`src/sv/i2cseq_pkg.sv`:
```
package i2cseq_pkg;

   localparam int MAX_TRANSFER = 255;

   typedef enum logic [1:0] {
      CMD_WRITE  = 2'd0,
      CMD_READ   = 2'd1,
      CMD_STATUS = 2'd2
   } cmd_type;

   typedef enum logic [1:0] {
      START_NONE  = 2'd0,
      START_SET   = 2'd1,
      START_CLEAR = 2'd2
   } start_action_type;

   typedef enum logic [1:0] {
      ACK_NONE   = 2'd0,
      ACK_ASSERT = 2'd1,
      ACK_CLEAR  = 2'd2
   } ack_action_type;

   localparam logic [7:0] ST_START    = 8'h08;
   localparam logic [7:0] ST_RESTART  = 8'h10;
   localparam logic [7:0] ST_SLAW_ACK = 8'h18;
   localparam logic [7:0] ST_DATA_ACK = 8'h28;
   localparam logic [7:0] ST_SLAR_ACK = 8'h40;
   localparam logic [7:0] ST_RX_ACK   = 8'h50;
   localparam logic [7:0] ST_RX_NACK  = 8'h58;

   typedef struct packed {
      logic [1:0] cmd;
      logic [7:0] slave_addr;
      logic [7:0] reg_index;
      logic [7:0] byte_count;
      logic [7:0] status_code;
      logic [7:0] rx_byte;
      logic [7:0] tx_byte;
   } req_type;

   typedef struct packed {
      logic       data_load_valid;
      logic [7:0] data_load;
      logic [1:0] start_action;
      logic       stop_set;
      logic [1:0] ack_action;
      logic       irq_clear;
      logic       tx_taken;
      logic       rx_valid;
      logic [7:0] rx_data;
      logic       done_res;
      logic       bus_error;
   } rsp_type;

endpackage

```
`src/sv/i2cseq_in_reg.sv`:
```
module i2cseq_in_reg
   import i2cseq_pkg::*;
(
   input  logic    clock,
   input  logic    reset,
   input  logic    req_valid,
   output logic    req_stall,
   input  req_type req_item,
   input  logic    pass_ready,
   output logic    item_valid,
   output req_type item
);

   logic    valid_ff, valid_in;
   req_type item_ff;

   assign req_stall  = valid_ff && !pass_ready;
   assign item_valid = valid_ff;
   assign item       = item_ff;

   always_comb begin
      valid_in = valid_ff;
      if (!valid_ff || pass_ready) begin
         valid_in = req_valid;
      end
   end

   always_ff @(posedge clock) begin
      if (reset) begin
         valid_ff <= 1'b0;
      end else begin
         valid_ff <= valid_in;
      end
   end

   always_ff @(posedge clock) begin
      if (req_valid && !req_stall) begin
         item_ff <= req_item;
      end
   end

endmodule

```
`src/sv/i2cseq_core.sv`:
```
module i2cseq_core
   import i2cseq_pkg::*;
(
   input  logic    clock,
   input  logic    reset,
   input  logic    fire,
   input  req_type item,
   output rsp_type rsp
);

   logic [7:0] address_byte_ff, address_byte_in;
   logic [7:0] register_index_ff, register_index_in;
   logic [7:0] remaining_count_ff, remaining_count_in;
   logic [7:0] count_dec;
   logic [7:0] count_start;

   assign count_dec = (remaining_count_ff != 8'd0) ? remaining_count_ff - 8'd1 : 8'd0;

   always_comb begin
      count_start = item.byte_count;
      if (32'(item.byte_count) > MAX_TRANSFER) begin
         count_start = 8'(MAX_TRANSFER);
      end
   end

   always_comb begin
      address_byte_in    = address_byte_ff;
      register_index_in  = register_index_ff;
      remaining_count_in = remaining_count_ff;
      rsp                = '0;
      case (item.cmd)
         CMD_WRITE, CMD_READ: begin
            address_byte_in    = {item.slave_addr[7:1], (item.cmd == CMD_READ)};
            register_index_in  = item.reg_index;
            remaining_count_in = count_start;
            rsp.start_action   = START_SET;
         end
         CMD_STATUS: begin
            rsp.irq_clear = 1'b1;
            case (item.status_code)
               ST_START: begin
                  rsp.data_load_valid = 1'b1;
                  rsp.data_load       = {address_byte_ff[7:1], 1'b0};
               end
               ST_RESTART: begin
                  rsp.data_load_valid = 1'b1;
                  rsp.data_load       = address_byte_ff;
               end
               ST_SLAW_ACK: begin
                  rsp.start_action    = START_CLEAR;
                  rsp.data_load_valid = 1'b1;
                  rsp.data_load       = register_index_ff;
               end
               ST_DATA_ACK: begin
                  if (address_byte_ff[0]) begin
                     rsp.start_action = START_SET;
                  end else if (remaining_count_ff != 8'd0) begin
                     rsp.data_load_valid = 1'b1;
                     rsp.data_load       = item.tx_byte;
                     rsp.tx_taken        = 1'b1;
                     remaining_count_in  = count_dec;
                  end else begin
                     rsp.stop_set = 1'b1;
                     rsp.done_res = 1'b1;
                  end
               end
               ST_SLAR_ACK: begin
                  rsp.start_action = START_CLEAR;
                  rsp.ack_action   = (remaining_count_ff >= 8'd2) ? ACK_ASSERT : ACK_CLEAR;
               end
               ST_RX_ACK: begin
                  rsp.rx_valid       = 1'b1;
                  rsp.rx_data        = item.rx_byte;
                  remaining_count_in = count_dec;
                  rsp.ack_action     = (count_dec >= 8'd2) ? ACK_ASSERT : ACK_CLEAR;
               end
               ST_RX_NACK: begin
                  rsp.rx_valid       = 1'b1;
                  rsp.rx_data        = item.rx_byte;
                  remaining_count_in = count_dec;
                  rsp.stop_set       = 1'b1;
                  rsp.ack_action     = ACK_ASSERT;
                  rsp.done_res       = 1'b1;
               end
               default: begin
                  rsp.stop_set  = 1'b1;
                  rsp.bus_error = 1'b1;
               end
            endcase
         end
         default: begin
            rsp = '0;
         end
      endcase
   end

   always_ff @(posedge clock) begin
      if (reset) begin
         address_byte_ff    <= 8'd0;
         register_index_ff  <= 8'd0;
         remaining_count_ff <= 8'd0;
      end else if (fire) begin
         address_byte_ff    <= address_byte_in;
         register_index_ff  <= register_index_in;
         remaining_count_ff <= remaining_count_in;
      end
   end

endmodule

```
`src/sv/i2cseq_out_reg.sv`:
```
module i2cseq_out_reg
   import i2cseq_pkg::*;
(
   input  logic    clock,
   input  logic    reset,
   input  logic    load_valid,
   input  rsp_type rsp_in,
   output logic    pass_ready,
   output logic    rsp_valid,
   input  logic    rsp_stall,
   output rsp_type rsp_out
);

   logic    valid_ff, valid_in;
   rsp_type rsp_ff;

   assign pass_ready = !valid_ff || !rsp_stall;
   assign rsp_valid  = valid_ff;
   assign rsp_out    = rsp_ff;

   always_comb begin
      valid_in = valid_ff;
      if (pass_ready) begin
         valid_in = load_valid;
      end
   end

   always_ff @(posedge clock) begin
      if (reset) begin
         valid_ff <= 1'b0;
      end else begin
         valid_ff <= valid_in;
      end
   end

   always_ff @(posedge clock) begin
      if (load_valid && pass_ready) begin
         rsp_ff <= rsp_in;
      end
   end

endmodule

```
`src/sv/i2c_master_register_transfer_sequencer.sv`:
```
// I2C master register transfer sequencer. Takes one command or controller status
// event per clock unless req_stall is high, and returns exactly one set of controller
// actions for each, in order, through the input register and then through the status
// decoder into the result register. The slave address, register index and
// remaining byte count are held between transfers; a start command loads them,
// status events walk the write or read sequence and count bytes down to zero.
module i2c_master_register_transfer_sequencer
   import i2cseq_pkg::*;
(
   input  logic       clock,
   input  logic       reset,
   input  logic       req_valid,
   output logic       req_stall,
   input  logic [1:0] req_cmd,
   input  logic [7:0] req_slave_addr,
   input  logic [7:0] req_reg_index,
   input  logic [7:0] req_byte_count,
   input  logic [7:0] req_status_code,
   input  logic [7:0] req_rx_byte,
   input  logic [7:0] req_tx_byte,
   output logic       rsp_valid,
   input  logic       rsp_stall,
   output logic       rsp_data_load_valid,
   output logic [7:0] rsp_data_load,
   output logic [1:0] rsp_start_action,
   output logic       rsp_stop_set,
   output logic [1:0] rsp_ack_action,
   output logic       rsp_irq_clear,
   output logic       rsp_tx_taken,
   output logic       rsp_rx_valid,
   output logic [7:0] rsp_rx_data,
   output logic       rsp_done_res,
   output logic       rsp_bus_error
);

   req_type req_item, item;
   rsp_type rsp_next, rsp_out;
   logic    item_valid, pass_ready;

   assign req_item = '{cmd: req_cmd, slave_addr: req_slave_addr, reg_index: req_reg_index,
                       byte_count: req_byte_count, status_code: req_status_code,
                       rx_byte: req_rx_byte, tx_byte: req_tx_byte};

   i2cseq_in_reg u_in_reg (
      .clock      (clock),
      .reset      (reset),
      .req_valid  (req_valid),
      .req_stall  (req_stall),
      .req_item   (req_item),
      .pass_ready (pass_ready),
      .item_valid (item_valid),
      .item       (item)
   );

   i2cseq_core u_core (
      .clock (clock),
      .reset (reset),
      .fire  (item_valid && pass_ready),
      .item  (item),
      .rsp   (rsp_next)
   );

   i2cseq_out_reg u_out_reg (
      .clock      (clock),
      .reset      (reset),
      .load_valid (item_valid),
      .rsp_in     (rsp_next),
      .pass_ready (pass_ready),
      .rsp_valid  (rsp_valid),
      .rsp_stall  (rsp_stall),
      .rsp_out    (rsp_out)
   );

   assign rsp_data_load_valid = rsp_out.data_load_valid;
   assign rsp_data_load       = rsp_out.data_load;
   assign rsp_start_action    = rsp_out.start_action;
   assign rsp_stop_set        = rsp_out.stop_set;
   assign rsp_ack_action      = rsp_out.ack_action;
   assign rsp_irq_clear       = rsp_out.irq_clear;
   assign rsp_tx_taken        = rsp_out.tx_taken;
   assign rsp_rx_valid        = rsp_out.rx_valid;
   assign rsp_rx_data         = rsp_out.rx_data;
   assign rsp_done_res        = rsp_out.done_res;
   assign rsp_bus_error       = rsp_out.bus_error;

   a_stall_only_when_full: assert property (@(posedge clock) disable iff (reset)
      req_stall |-> rsp_valid && rsp_stall)
      else $error("input stalled while result register can drain");

   a_error_stops: assert property (@(posedge clock) disable iff (reset)
      rsp_valid && (rsp_bus_error || rsp_done_res) |-> rsp_stop_set && rsp_irq_clear)
      else $error("done or bus error without stop");

   a_tx_loads: assert property (@(posedge clock) disable iff (reset)
      rsp_valid && rsp_tx_taken |-> rsp_data_load_valid && !rsp_rx_valid)
      else $error("write byte taken without data load");

   a_rx_irq: assert property (@(posedge clock) disable iff (reset)
      rsp_valid && rsp_rx_valid |-> rsp_irq_clear && !rsp_data_load_valid)
      else $error("received byte outside a status event");

endmodule

```
`config.mk`:
```
export PLATFORM = sky130hd
export DESIGN_NAME = i2c_master_register_transfer_sequencer
export DESIGN_NICKNAME = d
export VERILOG_FILES = /design/src/sv/i2cseq_pkg.sv /design/src/sv/i2cseq_in_reg.sv /design/src/sv/i2cseq_core.sv /design/src/sv/i2cseq_out_reg.sv /design/src/sv/i2c_master_register_transfer_sequencer.sv
export SDC_FILE = /design/constraint.sdc
export NUM_CORES = 1
export LEC_CHECK = 0
export BUFFER_PORTS_ARGS = -buffer_cell sky130_fd_sc_hd__buf_2
export CORE_ASPECT_RATIO = 1.1
export CORE_MARGIN = 2
export CORE_UTILIZATION = 49
export DETAILED_ROUTE_END_ITERATION = 8
export GPL_TIMING_DRIVEN = 0
export HOLD_SLACK_MARGIN = 0.08
export PLACE_DENSITY_LB_ADDON = 0.2
export SLEW_MARGIN = 30
export SYNTH_ARGS = -nofsm -noshare
export SYNTH_HDL_FRONTEND = slang
export SYNTH_HIERARCHICAL = 1
export SYNTH_SLANG_ARGS = --single-unit
export TNS_END_PERCENT = 50
```
`constraint.sdc`:
```
create_clock -name clock -period 3.9 [get_ports clock]
set_clock_uncertainty 0.1 [all_clocks]
set_input_delay 0.78 -clock clock [delete_from_list [all_inputs] [get_ports clock]]
set_output_delay 0.78 -clock clock [all_outputs]
set_load 0.01 [all_outputs]
```
==> impl_metrics.py, run 1 <==
metrics = {
    "global_route": {
        "overflow": 0,
        "grt_pass1_vias": 2826,
        "grt_antenna_before_repair": 0,
        "grt_util_all_layers_pct": 19.20,
        "grt_max_degree": 28,
        "grt_pass1_wl_um": 13680,
    },
    "worst_hold_path": {
        "min_path_type": "reg2reg",
    },
    "yosys": {
        "synth_area_mm2": 0.004224,
        "synthCells": 336,
        "syn_avg_cell_area_um2": 12.57,
        "synth_warnings": 6,
        "synth_fp_nets": 393,
    },
    "power_and_ir_drop": {
        "leakagePower_nw": 1.823,
        "switching_power_w": 0.0005306,
        "swShare_pct": 25.47,
        "p_int_w": 0.001553,
        "pwr-share-seq_pct": 59.7,
        "power_frac_clock_pct": 30.1,
        "pwr-share-comb_pct": 10.2,
        "ir_worst_vdd_mv": 0.1793,
        "powerDensity_mw_per_mm2": 414.5,
        "p_total_w": 0.002083,
    },
    "detailed_routing": {
        "wl_um": 8549,
        "drt_iter0_drc": 181,
        "vias": 2939,
        "drcViolationCount": 0,
        "vias_per_cell": 5.383,
        "ant_nets": 0,
        "wire_per_inst_um": 15.66,
        "drt_first_pass_iters": 5,
    },
    "layout": {
        "nets": 487,
        "stdcell_count": 546,
        "final_common_cell": "buf_2",
        "syn2layout_area_growth_pct": 18.99,
        "final_cell_mix": "85 x buf_2, 76 x edfxtp_1, 47 x nand2_1",
        "fill_cells": 706,
        "diodes": 0,
        "drive_above_1_share_pct": 29.66,
    },
    "setup_path": {
        "critical_path_buf_inv_count": 3,
        "slowest_stage": "or3b_2",
        "crit_path_frequent_cell": "nor2_1",
        "crit_path_end_kind": "register",
        "cpPeakStageDelay_ps": 550,
        "worstPathRequired_ps": 3910,
        "cp.arrival_ps": 2850,
        "critPathLaunchType": "register",
        "crit_path_cell_trace": "buf_2, inv_1, ha_1, clkbuf_1, or3b_2, nor2_1, nor3_2, a222oi_1, nor2_1",
        "crit_family": "simple AND/OR/NAND/NOR gates",
        "critPathMaxFanout": 9,
        "path_class": "reg2reg",
    },
    "clock_network": {
        "cts_sinks": 102,
        "clockRootBuffer": "clkbuf_8",
        "hold_buffers": 0,
        "cts-resized-gates": 0,
        "clockBufferDepth": 2,
        "cts_tree": "done",
        "cts.clk_slew.worst_paths_ps": 100,
        "post-cts-setup-buffers": 0,
        "clock_latency_ps": 370,
        "cts_buffers": 9,
        "h-tree-depth": 3,
    },
    "die": {
        "start_util_pct": 50.50,
        "rows": 35,
        "core_area_mm2": 0.008364,
        "dieArea_mm2": 0.009380,
        "die_width_um": 92.53,
        "ios": 83,
        "die_h_um": 101.4,
    },
    "flow_run": {
        "max-cap-violations": 0,
    },
    "timing": {
        "hold_ws_ps": 362.9,
        "min_period_ps": 2835,
        "rsz0062_at_grt": "no",
        "max_slew_margin_pct": 45.67,
        "finalCritPeriodShare_pct": 72.69,
        "fmax_mhz": 352.7,
        "setup_viol": 0,
        "slew_violations": 0,
        "worst-slew-pin-transition_ps": 808.3,
        "finalHoldViolations": 0,
    },
    "place": {
        "dp_hpwl_um": 6035,
        "dp.cells": 530,
        "io_buffers": 81,
        "place.gp.congestion": 0.8938,
    },
    "outcome": {
        "outcome": "completed",
    },
}
==> worst register-to-register path, delay by kind of cell, from the launching register on <==
family,cells,cell delay [ps]
compound gates,1,320
fa+ha+maj,1,140
buf+inv,3,590
flops,1,340
simple gates,4,1100
==> flip-flops by register name, indices dropped and copies added, names as in the netlist <==
register,flops
u_in_reg/item,49
u_core/remaining_count_ff,8
u_in_reg/item_valid,1
u_core/register_index_ff,8
u_out_reg/rsp_out,27
u_out_reg/rsp_valid,1
u_core/address_byte_ff,8
==> final timing paths <==
check | from | endpoint | slack (ps) | cells past startpoint
min reg2reg | u_core/register_index_ff[0] | u_core/register_index_ff[0] | 360 | 2
min | u_core/register_index_ff[0] | u_core/register_index_ff[0] | 360 | 2
max | u_core/remaining_count_ff[1] | u_out_reg/rsp_out[24] | 1060 | 9
max reg2reg | u_core/remaining_count_ff[1] | u_out_reg/rsp_out[24] | 1060 | 9
==> through the flow <==
step	utilization, %	setup TNS, ps	worst slack, ps	area, um2
6_report	60.09	0	1065	5026
5_1_grt	60.09	0	962.2	5026
4_1_cts	60.09	0	1105	5026
3_5_place_dp	57.85	0	1117	4838
3_3_place_gp	57.01	-43600	-893.1	4768
2_1_floorplan	-	0	180.0	4224
==> power by group through the flow <==
stage | clock (W) | sequential (W) | combinational (W)
global route | 0.000683 | 0.00125 | 0.000234
finish | 0.000627 | 0.00124 | 0.000213
detailed placement | 0 | 0.00127 | 0.000213
CTS | 0.000639 | 0.00124 | 0.000214
floorplan | 0 | 0.00127 | 0.000121
global placement | 0 | 0.00127 | 0.000202
==> cell type report <==
cell class / instances / area, um2 / area share [%]
Buffer: 24 / 121.4 / 2.415
Timing Repair Buffer: 83 / 460.4 / 9.161
Tap cell: 111 / 138.9 / 2.763
Inverter: 4 / 15.01 / 0.2987
Clock inverter: 7 / 63.81 / 1.270
Sequential cell: 102 / 2803 / 55.76
Clock buffer: 9 / 123.9 / 2.465
Multi-Input combinational cell: 206 / 1300 / 25.87
==> routing by layer <==
layer  track usage [%]  share of wire [%]  vias to the layer above
li1                  -                  -                     1440
met1             23.63                 41                     1380
met2             33.46                 51                      102
met3             3.051                5.3                       17
met4             8.955                2.4                        0
met5                 0                  0                        -
(Power assumes the default switching activity.)
==> run 2, diff against run 1 <==
- CORE_UTILIZATION: 49 -> 55
- clock period: 3.9 -> 2.64 ns (I/O delays scaled with it)
==> run 2 against run 1 <==
Effect of this change: sequential share of layout area grew 0.29 points; worst setup slack lost 910 ps; critical path depth shrank 1; die area shrank 10%; clock-buffer cell count grew 1; cell count shrank 4.6%; combinational power grew 49%; cell area shrank 0.52%; global-route usage grew 2.3 points; clock power grew 46%; wire length is essentially flat; maximum frequency grew 14%; critical path type unchanged; largest cell class unchanged; largest power group unchanged; highest routed layer unchanged.
==> impl_metrics.py, run 2 (synthesized netlist as in run 1, its figures left out) <==
metrics = {
    "detailed_routing": {
        "vias": 2959,
        "wl_um": 8550,
        "vias_per_cell": 5.679,
        "drt_first_pass_iters": 5,
        "drcViolationCount": 0,
        "ant_nets": 0,
        "drt_iter0_drc": 147,
        "wire_per_inst_um": 16.41,
    },
    "die": {
        "ios": 83,
        "dieArea_mm2": 0.008398,
        "start_util_pct": 56.84,
        "core_area_mm2": 0.007432,
        "die_width_um": 87.56,
        "die_h_um": 95.92,
        "rows": 33,
    },
    "clock_network": {
        "cts_sinks": 102,
        "cts_buffers": 9,
        "clock_latency_ps": 370,
        "post-cts-setup-buffers": 0,
        "h-tree-depth": 3,
        "clockBufferDepth": 2,
        "clockRootBuffer": "clkbuf_8",
        "cts_tree": "done",
        "cts.clk_slew.worst_paths_ps": 100,
    },
    "layout": {
        "diodes": 0,
        "seqCellArea_mm2": 0.002803,
        "nets": 486,
        "fill_cells": 571,
        "multi_input_area_mm2": 0.001311,
        "drive_above_1_share_pct": 29.95,
        "largest_register_ffs": 49,
        "final_area_mm2": 0.005000,
        "final_common_cell": "buf_2",
        "final_cell_mix": "85 x buf_2, 76 x edfxtp_1, 47 x nand2_1",
        "syn2layout_area_growth_pct": 18.37,
    },
    "setup_path": {
        "cp.arrival_ps": 2630,
        "path_class": "reg2reg",
        "crit_path_end_kind": "register",
        "critPathMaxFanout": 9,
        "worstPathRequired_ps": 2780,
        "critPathLaunchType": "register",
    },
    "timing": {
        "slew_violations": 0,
        "finalCritPeriodShare_pct": 94.14,
        "min_period_ps": 2485,
        "tns_ps": 0,
        "setup_viol": 0,
        "fin_ws_ps": 154.6,
        "max_slew_margin_pct": 41.63,
        "worst-slew-pin-transition_ps": 868.3,
        "fmax_mhz": 402.3,
        "rsz0062_at_grt": "no",
        "finalHoldViolations": 0,
    },
    "outcome": {
        "outcome": "completed",
    },
    "place": {
        "io_buffers": 81,
        "placed_cell_area_mm2": 0.004808,
        "preCtsSetupSlack_ps": -24.08,
        "dp_hpwl_um": 6021,
        "place.gp.congestion": 0.8763,
    },
    "power_and_ir_drop": {
        "power_frac_clock_pct": 29.8,
        "switching_power_w": 0.0007725,
        "ir_worst_vdd_mv": 0.4664,
        "swShare_pct": 25.17,
        "pwr-share-comb_pct": 10.4,
        "powerDensity_mw_per_mm2": 613.8,
        "leakagePower_nw": 1.825,
        "p_int_w": 0.002296,
        "pwr-share-seq_pct": 59.9,
    },
    "global_route": {
        "grt_pass1_wl_um": 13190,
        "grt_antenna_before_repair": 0,
        "grt_util_all_layers_pct": 21.50,
        "grt_pass1_vias": 2756,
        "grt_max_degree": 28,
        "overflow": 0,
    },
    "worst_hold_path": {
        "min_path_type": "in2reg",
    },
    "flow_run": {
        "max-cap-violations": 0,
    },
}
-- run 2: cell types whose count changed in the layout (fill, tap and decap cells not counted) --
cell        previous run  this run
clkinv_4               1         2
clkinvlp_4             1         0
ha_1                   3         2
ha_2                   0         1
inv_6                  3         2
nor2_1                23        22
nor2_2                 1         2
nor3b_2                1         0
nor3b_4                0         1
-- run 2: path summary, 6_finish.rpt --
kind | startpoint | end | slack, ps | cells after the start
worst max register to register | u_core/remaining_count_ff[1] | u_core/remaining_count_ff[5] | 150 | 8
worst max-delay path | u_core/remaining_count_ff[1] | u_core/remaining_count_ff[5] | 150 | 8
worst min-delay path | req_reg_index[5] | u_in_reg/item[37] | 220 | 1
worst min register to register | u_core/register_index_ff[0] | u_core/register_index_ff[0] | 360 | 2
-- run 2: metrics by stage --
stage	std cells	utilization [%]	hold slack [ps]	power, W
after floorplan	336	-	332.9	0.002058
after global placement	504	63.79	342.9	0.002168
after detailed placement	506	64.70	349.3	0.002185
after CTS	521	67.12	203.2	0.003083
after global routing	521	67.27	194.6	0.003200
final	521	67.27	218.5	0.003069
-- run 2: power by group through the flow --
stage                     clock [W]  sequential [W]  combinational [W]
after CTS                  0.000933         0.00184           0.000313
final                      0.000913         0.00184           0.000318
after global routing        0.00100         0.00184           0.000352
after floorplan                   0         0.00188           0.000180
after detailed placement          0         0.00187           0.000311
after global placement            0         0.00187           0.000295
-- run 2: area by class of cell --
cell class	instances	area share, %
flip-flops and latches	102	56.06
clock inverters	6	1.126
multi-input cells	206	26.23
clock buffers	10	2.553
inverters	4	0.3003
well taps	87	2.177
plain buffers	23	2.352
repair buffers	83	9.209
-- run 2: timing repair --
item / 4_1_cts / 5_1_grt
endpoints found under the hold margin: 0 / 0
setup endpoints to repair: 6 / 17
hold buffers: 0 / 0
gates resized for setup: 0 / 3
-- run 2: critical path, stage by stage, from the launching register on --
cell and delay, ps:
dfxtp_1 340, buf_2 170, inv_1 100, ha_2 280, or3b_2 530, o21ai_0 460
a21oi_1 100, o21ai_1 190, a21oi_1 80
-- run 2: per-layer routing --
layer | track usage [%] | share of wire (%) | vias to the layer above
li1 | - | - | 1445
met1 | 25.37 | 40 | 1398
met2 | 37.56 | 52 | 106
met3 | 5.489 | 6.5 | 10
met4 | 8.462 | 1.3 | 0
met5 | 0 | 0 | -
==> run 3, diff against run 2 <==
- CTS_CLUSTER_SIZE: unset -> 24
- PLACE_DENSITY_LB_ADDON: 0.2 -> 0.12
==> run 3 against run 2 <==
Effect of this change: hold slack improved by 9.3 ps; die area did not move; sequential cell count did not move; non-clock buffer count did not move; cell area rose by 0.38%; critical path depth fell by 1; power rose by 2.8%; first-iteration DRC count rose by 19%; combinational power fell by 1%; register-to-register slack barely moved; largest cell class unchanged; largest power group unchanged.
==> impl_metrics.py, run 3 (synthesized netlist as in run 1, its figures left out) <==
metrics = {
    "outcome": {
        "outcome": "completed",
    },
    "detailed_routing": {
        "vias_per_cell": 5.603,
        "vias": 2919,
        "wl_um": 8528,
        "ant_nets": 0,
        "drt_iter0_drc": 175,
        "drt_first_pass_iters": 7,
        "drcViolationCount": 0,
        "wire_per_inst_um": 16.37,
    },
    "clock_network": {
        "post-cts-setup-buffers": 0,
        "clockRootBuffer": "clkbuf_8",
        "h-tree-depth": 3,
        "clock_latency_ps": 360,
        "cts.clk_slew.worst_paths_ps": 100,
        "clockBufferDepth": 2,
        "cts_buffers": 9,
        "cts_sinks": 102,
        "cts_tree": "done",
    },
    "power_and_ir_drop": {
        "pwr-share-seq_pct": 58.3,
        "pwr-share-comb_pct": 10.0,
        "ir_worst_vdd_mv": 0.3597,
        "p_total_w": 0.003154,
        "powerDensity_mw_per_mm2": 628.4,
        "switching_power_w": 0.0007639,
        "swShare_pct": 24.22,
        "leakagePower_nw": 1.832,
        "power_frac_clock_pct": 31.8,
        "p_int_w": 0.002390,
    },
    "worst_hold_path": {
        "whs_path_depth": 1,
        "min-delay-start": "req_rx_byte[5]",
        "min_to": "u_in_reg/item[13]",
        "min_path_type": "in2reg",
    },
    "timing": {
        "fmax_mhz": 401.8,
        "setup_viol": 0,
        "max_slew_margin_pct": 41.88,
        "min_period_ps": 2489,
        "worst-slew-pin-transition_ps": 864.7,
        "finalCritPeriodShare_pct": 94.27,
        "finalHoldViolations": 0,
        "slew_violations": 0,
        "rsz0062_at_grt": "no",
        "hold_ws_ps": 227.8,
    },
    "setup_path": {
        "worstPathRequired_ps": 2660,
        "r2r-end": "u_out_reg/rsp_out[22]",
        "critPathLaunchType": "register",
        "r2r_start": "u_core/remaining_count_ff[0]",
        "critPathMaxFanout": 9,
        "crit_path_end_kind": "register",
        "startpoint": "u_core/remaining_count_ff[0]",
        "path_class": "reg2reg",
        "reg2reg_slack_ps": 150,
        "r2r_cells": 7,
        "cp.arrival_ps": 2510,
    },
    "place": {
        "place.gp.congestion": 0.9040,
        "dp_hpwl_um": 5963,
        "io_buffers": 81,
        "dp.cells": 506,
    },
    "die": {
        "start_util_pct": 56.84,
        "core_area_mm2": 0.007432,
        "die_width_um": 87.56,
        "ios": 83,
        "rows": 33,
        "dieArea_mm2": 0.008398,
        "die_h_um": 95.92,
    },
    "global_route": {
        "grt_pass1_wl_um": 13100,
        "overflow": 0,
        "grt_max_degree": 28,
        "grt_util_all_layers_pct": 20.96,
        "grt_pass1_vias": 2862,
        "grt_antenna_before_repair": 0,
    },
    "layout": {
        "final_cell_mix": "85 x buf_2, 76 x edfxtp_1, 47 x nand2_1",
        "stdcell_count": 521,
        "nets": 486,
        "largest_register_ffs": 49,
        "syn2layout_area_growth_pct": 18.81,
        "final_common_cell": "buf_2",
        "drive_above_1_share_pct": 29.95,
        "diodes": 0,
    },
    "flow_run": {
        "max-cap-violations": 0,
    },
}
run 3: changes by cell type in the layout (fill, tap and decap cells not counted):
| cell | previous run | this run |
|---|---|---|
| clkinv_2 | 1 | 0 |
| nor3b_2 | 0 | 1 |
| nor3b_4 | 1 | 0 |
| clkinv_4 | 2 | 3 |
| inv_6 | 2 | 1 |
| bufinv_16 | 0 | 1 |
run 3: layout make-up:
type | instances | area, um2
buffer | 23 | 117.6
clock inverter | 6 | 81.33
timing repair buffer | 83 | 460.4
multi-input combinational | 206 | 1305
clock buffer | 10 | 127.6
inverter | 4 | 15.01
sequential | 102 | 2803
tap | 87 | 108.9
fill | 563 | 2414
run 3: metal layers:
| layer | track usage, % | part of all wire [%] | vias to the layer above |
|---|---|---|---|
| met2 | 37.06 | 52 | 106 |
| li1 | - | - | 1441 |
| met3 | 3.431 | 4.5 | 17 |
| met4 | 10.51 | 2.2 | 0 |
| met1 | 24.54 | 42 | 1355 |
| met5 | 0 | 0 | - |
run 3: metrics by stage:
stage	instance area [um2]	TNS, ps	utilization, %	worst slack [ps]
floorplan	4227	0	-	119.2
global placement	4741	-25830	63.79	-524.1
finish	5019	0	67.53	151.2
global route	5019	0	67.53	2.726
CTS	5014	0	67.46	5.673
detailed placement	4808	-371.9	64.70	-110.4
run 3: what timing repair did:
| action | in CTS | in global routing |
|---|---|---|
| pin swaps | 0 | 0 |
| setup endpoints to repair | 8 | 15 |
| hold endpoints to repair | 0 | 0 |
| gates resized for setup | 0 | 2 |
| hold buffers | 0 | 0 |
run 3: power groups by stage:
stage               combinational [W]  clock, W  sequential (W)
CTS                          0.000311   0.00102         0.00184
global placement             0.000296         0         0.00187
detailed placement           0.000311         0         0.00187
finish                       0.000314   0.00100         0.00184
global route                 0.000344   0.00107         0.00185
floorplan                    0.000180         0         0.00188
run 3: worst max path at each step:
stage / end / cells past startpoint
6_report: u_out_reg/rsp_out[22] / 7
5_1_grt: u_core/remaining_count_ff[1] / 8
4_1_cts: u_out_reg/rsp_out[20] / 7
3_5_place_dp: u_out_reg/rsp_out[20] / 9
3_3_place_gp: u_in_reg/item[10] / 4
2_1_floorplan: u_in_reg/item[0] / 3
run 3: worst max-delay path: stages (launching register included):
cell,delay [ps]
dfxtp_1,410
inv_1,180
ha_2,290
or3b_2,530
nor2_2,190
nor3_2,140
a222oi_1,320
nor2_1,80
